<file path="config.mk">
export PLATFORM = sky130hd
export DESIGN_NAME = sse_cell
export DESIGN_NICKNAME = d
export VERILOG_FILES = /design/src/hw/rtl/sse_pkg.sv /design/src/hw/rtl/sse_cell.sv
export SDC_FILE = /design/constraint.sdc
export NUM_CORES = 1
export LEC_CHECK = 0
export BUFFER_PORTS_ARGS = -buffer_cell sky130_fd_sc_hd__clkbuf_2
export CAP_MARGIN = 10
export CORE_ASPECT_RATIO = 0.75
export CORE_UTILIZATION = 38
export DETAILED_ROUTE_END_ITERATION = 6
export HOLD_SLACK_MARGIN = 0.02
export PLACE_DENSITY = 0.78
export SYNTH_ARGS = -nofsm -noshare
export SYNTH_HDL_FRONTEND = slang
export SYNTH_SLANG_ARGS = --single-unit
</file>
<file path="constraint.sdc">
create_clock -name clock -period 2.2 [get_ports clock]
set_input_delay 0.33 -clock clock [delete_from_list [all_inputs] [get_ports clock]]
set_output_delay 0.33 -clock clock [all_outputs]
set_load 0.005 [all_outputs]
</file>
<file path="src/hw/rtl/sse_pkg.sv">
// Shared types and operation codes for the sorted set engine.
`default_nettype none
package sse_pkg;

   // Operation codes carried on req_func
   localparam logic [1:0] FUNC_INSERT = 2'd0;
   localparam logic [1:0] FUNC_MEMBER = 2'd1;
   localparam logic [1:0] FUNC_REMOVE = 2'd2;
   localparam logic [1:0] FUNC_CLEAR  = 2'd3;

   localparam int FUNC_W  = 2;
   localparam int REQ_KEY_W = 32;
   localparam int COUNT_W = 7;

   // Shift command broadcast to every cell in the apply cycle
   typedef struct packed {
      logic ins;
      logic rem;
   } shift_ctl_type;

   // Compare result held by each cell
   typedef struct packed {
      logic lt;
      logic eq;
   } cell_flags_type;

endpackage
`default_nettype wire

</file>
<file path="src/hw/rtl/sse_cell.sv">
// One storage cell of the sorted key chain: holds a key, compares, shifts.
`default_nettype none
module sse_cell #(
   parameter int KEY_BITS = 32,
   parameter int CW       = 7,
   parameter int IDX      = 0
) (
   input  wire logic                     clock,
   input  wire logic                     cmp_en,
   input  wire logic [KEY_BITS-1:0]      cmp_key,
   input  wire logic [CW-1:0]            count,
   input  wire sse_pkg::shift_ctl_type   ctl,
   input  wire logic [KEY_BITS-1:0]      ins_key,
   input  wire logic [KEY_BITS-1:0]      left_key,
   input  wire logic                     left_lt,
   input  wire logic [KEY_BITS-1:0]      right_key,
   output      sse_pkg::cell_flags_type  flags,
   output      logic [KEY_BITS-1:0]      key
);

   logic [KEY_BITS-1:0]     key_ff, key_in;
   sse_pkg::cell_flags_type flags_ff, flags_in;
   logic                    occupied;

   assign occupied = count > CW'(IDX);

   always_comb begin
      flags_in.lt = occupied && (key_ff < cmp_key);
      flags_in.eq = occupied && (key_ff == cmp_key);
   end

   // cells below the target position keep their key
   always_comb begin
      key_in = key_ff;
      if (ctl.ins && !flags_ff.lt) begin
         key_in = left_lt ? ins_key : left_key;
      end else if (ctl.rem && !flags_ff.lt) begin
         key_in = right_key;
      end
   end

   always_ff @(posedge clock) begin
      key_ff <= key_in;
      if (cmp_en) begin
         flags_ff <= flags_in;
      end
   end

   assign flags = flags_ff;
   assign key   = key_ff;

endmodule
`default_nettype wire

</file>
==> key figures, run 1 <==
Yosys
  – Synth Warn #: 0
  – Count of cell types in the netlist: 26
  – #FFs+latches synth: 34
  – Post-Syn Instances: between 200 and 300
  – Syn_area_per_cell: around 9.6 sq um
  – Register area share after synthesis: a little over 40%
  – Syn Nets: between 400 and 500
  – Mapped cell area: about 2500 sq um

CTS
  – Setup repair bufs after CTS: 0
  – Reg clk slew, reported paths: about 0.070 ns
  – TritonCTS sink count: 34
  – Clock Tree Root: clkbuf_8
  – Clock Path Buffers: 2
  – Clk Latency, worst-skew pair: 0.28 ns
  – # hold bufs at CTS: 0
  – Post-cts sizing count: 0
  – H-tree depth: 2
  – CTS tree: yes
  – Total CTS buffers: 5

Final layout
  – Share of cells above drive strength 1: 43.0%
  – Nets: around 610
  – Reg area: about 1000 sq um
  – Ant. Diodes: 0
  – Area Growth Syn to Fin: 44.7%
  – Area taken by multi-input logic gates: roughly 1300 sq um
  – Layout fillers: 590
  – Non-Filler Instances: 516

Power and ir drop
  – Leak: about 2.0 nW
  – Worst vdd ir: between 0.2 and 0.3 mV
  – Power Density: roughly 560 nW/um^2

Worst hold path
  – Startpoint of the worst hold path: cmp_en
  – Hold path cells: 1
  – Hold crit path type: in2reg

Global routing
  – Global-route usage over all layers: between 10% and 20%
  – Grt total ovfl: 0
  – Initial antenna violation count: 0
  – First-pass GRT wire length: approximately 9.9 mm
  – Number of global-route vias before repair: roughly 2.3k
  – Largest net degree at the start of global routing: 41

Drt
  – Vias per cell: 4.85
  – Per-cell routed wire length: approximately 13 um
  – Drc violations: 0
  – Initial DRC count: 69
  – Drt pass-1 iters: 4
  – DR vias: approximately 2.5k
  – DRT antenna net count: 0
  – Routed WL: ~6.6 mm

STA
  – Fmax: roughly 530 MHz
  – Hold Violations, Final: 0
  – Clock Skews: 0.00576 ns
  – Tmin final: around 1.9 ns
  – Slew Limit Fails: 0
  – Relative slew margins: between 60 and 70%
  – Tcrit/Tclk final: approximately 86%
  – RSZ-0062 raised after global routing: false
  – Final TNS setup: 0 ns
  – Worst slew pin tran: about 0.53 ns
  – Final setup viols: 0

Die
  – Ports: between 150 and 200
  – Num rows: 25
  – Initial Utilization: between 30% and 40%
  – Die X-Extent: 96.0 um
  – DIE AREA: roughly 7000 sq um
  – Die height: 72.5 um
  – Core area: 6350 sq um

Critical path
  – WP data required: about 2.3 ns
  – CP max FO: 2
  – Reg-to-reg startpoint: key[17]
  – CP Launch Point: key[17]
  – Crit. End Element: flop
  – Element type at the critical path start: flop
  – Critical path arrival: slightly above 2 ns
  – CP Class: reg2reg
  – Worst R2R Path Depth: 6
  – Reg-to-reg slack, setup: slightly above 0.3 ns

Place
  – Post-DP HPWL: 5.69 mm
  – PortBufs: about 170
  – RD Place Congestion: roughly 0.77
  – Placed Cells: 508

Job
  – Max-cap violations: 0

Status
  – Outcome: complete, no violations
[per-layer routing]
metal  GRT usage, %  up-vias  routed length, um
met4           4.98        0                 46
met1           22.7     1141               2860
met2           33.3       87               3370
met5              0        -                  0
li1               -     1273                  -
met3           3.88        4                348
[critical path: stages, from the launching register on]
cell       delay, ns
edfxtp_1        0.39
ha_1            0.31
a21oi_1         0.15
o21ai_0         0.12
a221oi_1        0.47
o2111ai_1       0.17
a21oi_1         0.14
[cell type report]
class / count / area share (%)
clock buffer: 5 / 1.89
multi-input combinational: 184 / 36.7
clock inverter: 3 / 1.75
timing repair buffer: 176 / 25.4
tap: 81 / 2.78
inverter: 33 / 3.40
sequential: 34 / 28.0
[cells by family (layout without fill, tap and decap cells)]
kind of cell | count (synthesis) | in the layout | synth area share (%)
flip-flops | 34 | 34 | 40.6
buffers and inverters | 44 | 217 | 6.71
multiplexers | 32 | 32 | 12.7
AO/OA/AOI/OAI | 56 | 56 | 11.9
adder cells (fa/ha/maj) | 32 | 32 | 15.9
AND/OR/NAND/NOR | 64 | 64 | 12.2
[path summary, 6_finish.rpt]
| kind | end |
|---|---|
| setup / recovery | flags[1] |
| hold / removal | flags[0] |
| setup reg to reg | flags[1] |
| hold reg to reg | key[8] |
[sequential cells by signal (all words and copies together), names as in the netlist]
| signal | flops |
|---|---|
| key | 32 |
| flags | 2 |
[cell usage after synthesis]
cell | n | area share, %
and3_1 | 1 | 0.25
a221oi_1 | 1 | 0.35
nor3_1 | 1 | 0.20
nand4_1 | 3 | 0.75
a21oi_1 | 13 | 2.6
o2111ai_1 | 1 | 0.35
edfxtp_1 | 34 | 41
a221o_1 | 1 | 0.40
or4_4 | 1 | 0.45
nand2b_1 | 2 | 0.50
nand2_1 | 42 | 6.3
nor4_1 | 1 | 0.25
nor2b_1 | 1 | 0.25
nor2_1 | 5 | 0.75
mux2i_1 | 32 | 13
clkbuf_1 | 8 | 1.2
nor4_4 | 1 | 0.84
ha_1 | 32 | 16
and4_1 | 3 | 1.0
inv_1 | 33 | 4.9
and2_0 | 1 | 0.25
nand3_1 | 2 | 0.40
buf_2 | 3 | 0.60
o211ai_1 | 1 | 0.30
o21ai_0 | 37 | 7.4
a21o_1 | 2 | 0.60
[power breakdown]
part / internal (mW) / switching, mW / total [mW]
sequential: 0.798 / 0.0369 / 0.835
combinational: 0.266 / 0.259 / 0.525
clock: 0.449 / 0.229 / 0.677
total: 1.51 / 0.524 / 2.04
[metrics by stage]
step	util (%)	hold slack, ns	cell area, sq um	setup slack (ns)	total power [mW]
final	57.4	0.277	3640	0.307	2.04
after global routing	57.4	0.267	3640	0.114	2.15
after CTS	57.4	0.270	3640	0.280	2.05
after detailed placement	55.3	0.565	3510	0.255	1.38
after global placement	55.3	0.565	3510	0.334	1.35
after floorplan	-	0.442	2520	0.505	1.10
[layout by cell type, fill, tap and decap left out, types with 2 or more instances in the layout]
cell type and n:
inv_1 33, nand3_1 2, nand4_1 3, ha_1 32, a21oi_1 13, o21ai_0 37
buf_12 3, nand2_1 42, bufinv_16 2, edfxtp_1 34, nor2_1 4, clkbuf_8 5
and4_1 3, a21o_1 2, clkbuf_2 173, mux2i_1 32
Power figures use the tool's default switching activity.
==> run 2: changes to the inputs <==
CAP_MARGIN = 20   (was 10)
CORE_ASPECT_RATIO = 2   (was 0.75)
==> run 2 against run 1 <==
Compared with the run above:
- die area up 0.23%
- global-route usage up 1.4 points
- sequential power about the same
- register-to-register slack improved by 0.05 ns
- design area up 0.31%
- flip-flop and latch count unchanged
- maximum frequency is 2.5% higher
- combinational power increased by 1%
- hold slack better by 0.017 ns
- critical path type unchanged
- highest routed layer unchanged
==> key figures, run 2 (synthesis results as in run 1) <==
Status
  – Outcome: complete, no violations

CTS
  – Reg clk slew, reported paths: approximately 0.050 ns
  – TritonCTS sink count: 34
  – # hold bufs at CTS: 0
  – CTS tree: yes
  – Setup repair bufs after CTS: 0
  – H-tree depth: 2
  – Clock Tree Root: clkbuf_16
  – Total CTS buffers: 5
  – Post-cts sizing count: 0
  – Clock Path Buffers: 2
  – Clk Latency, worst-skew pair: roughly 0.28 ns

Drt
  – Vias per cell: about 5
  – Top routing layer used: met4
  – Routed WL: ~7.0 mm
  – Metal2 WL: about 4.2 mm
  – Per-cell routed wire length: about 13 um
  – Initial DRC count: 49
  – DRT antenna net count: 0
  – Drc violations: 0
  – DR vias: around 2.6k
  – Met1 WL: between 2 and 2.5 mm
  – WL met3: 313 um
  – Drt pass-1 iters: 4

Die
  – DIE AREA: about 7000 sq um
  – Num rows: approximately 40
  – Die X-Extent: around 60 um
  – Ports: ~170
  – Initial Utilization: approximately two fifths
  – Core area: about 6400 sq um
  – Die height: between 100 and 150 um

Final layout
  – Reg area: approximately 1000 sq um
  – Area Growth Syn to Fin: 45.1%
  – Layout fillers: 601
  – Nets: roughly 610
  – Share of cells above drive strength 1: roughly 43%
  – Leading cell types in the layout, fill and taps excluded: 173 x clkbuf_2, 42 x nand2_1, 37 x o21ai_0
  – Ant. Diodes: 0
  – Non-Filler Instances: 521
  – Layout Utilization: 57.4%
  – Most common cell after layout, fill and taps aside: clkbuf_2
  – Area taken by multi-input logic gates: between 1000 and 1500 sq um
  – Max reg flops: 32

Power and ir drop
  – Worst vdd ir: approximately 0.48 mV
  – Leak: 2.01 nW
  – Power Density: approximately 560 nW/um^2

STA
  – Tcrit/Tclk final: between 80% and 90%
  – Clock Skews: about 0.0034 ns
  – Final TNS setup: 0 ns
  – Relative slew margins: 65.0%
  – RSZ-0062 raised after global routing: false
  – Slew Limit Fails: 0
  – Hold Violations, Final: 0
  – Tmin final: around 1.8 ns
  – Final setup viols: 0
  – Worst slew pin tran: ~0.52 ns
  – Fmax: roughly 540 MHz

Place
  – RD Place Congestion: 0.769
  – Placed Cells: ~500
  – Post-DP HPWL: 5.99 mm
  – PortBufs: about 170

Critical path
  – R2R Path End: flags[1]
  – Crit. End Element: flop
  – Worst R2R Path Depth: 6
  – CP max FO: 3
  – WP data required: 2.22 ns
  – Element type at the critical path start: flop
  – Critical path arrival: around 1.9 ns
  – CP Class: reg2reg
  – Reg-to-reg startpoint: key[14]
  – Reg-to-reg slack, setup: 0.35 ns

Global routing
  – Number of global-route vias before repair: roughly 2.5k
  – Initial antenna violation count: 0
  – First-pass GRT wire length: around 10 mm
  – Largest net degree at the start of global routing: 65
  – Grt total ovfl: 0
  – Global-route usage over all layers: 20.1%

Worst hold path
  – Hold path cells: 1
  – Hold Crit Endpoint: flags[1]
  – Hold crit path type: in2reg
  – Startpoint of the worst hold path: cmp_en

Job
  – Max-cap violations: 0
run 2: cell types whose count changed in the layout (fill, tap and decap cells not counted), sizes merged:
cell / change
bufinv: -2
clkbuf: +1
clkinv: +1
run 2: worst max-delay path by stage:
stage / startpoint / to / slack [ns]
2_1_floorplan: flags[1] / key[0] / 0.50
3_3_place_gp: cmp_key[19] / flags[1] / 0.31
3_5_place_dp: cmp_key[14] / flags[1] / 0.29
4_1_cts: key[17] / flags[1] / 0.32
5_1_grt: key[19] / flags[1] / 0.18
6_report: key[14] / flags[1] / 0.35
run 2: worst max-delay path, stage by stage, from the launching register on:
cell	delay, ns
edfxtp_1	0.39
ha_1	0.34
nand4_1	0.19
nor4_1	0.35
o21ai_0	0.14
o211ai_1	0.10
a21oi_1	0.08
run 2: metrics by stage:
step / hold slack [ns] / setup WS [ns] / power, mW / cell area (sq um)
after floorplan: 0.442 / 0.505 / 1.10 / 2520
after global placement: 0.562 / 0.306 / 1.35 / 3520
after detailed placement: 0.576 / 0.293 / 1.38 / 3520
after CTS: 0.290 / 0.317 / 2.05 / 3650
after global routing: 0.294 / 0.181 / 2.15 / 3650
final: 0.294 / 0.354 / 2.03 / 3650
run 2: area by class of cell:
class / instances / share of cell area [%]
multi-input cells: 184 / 36.6
flip-flops and latches: 34 / 27.9
clock buffers: 6 / 3.53
inverters: 33 / 3.39
well taps: 86 / 2.95
clock inverters: 2 / 0.240
repair buffers: 176 / 25.3
run 2: report_power, final:
group | switching [mW] | total, mW | internal [mW] | leakage (nW)
Sequential | 0.0339 | 0.833 | 0.799 | 0.327
Clock | 0.254 | 0.667 | 0.413 | 0.0683
Combinational | 0.263 | 0.530 | 0.266 | 1.62
run 2: per-layer routing:
layer,vias up,GRT usage (%)
li1,1275,-
met1,1164,17.6
met2,102,41.0
met3,18,3.19
met4,0,9.92
met5,-,0
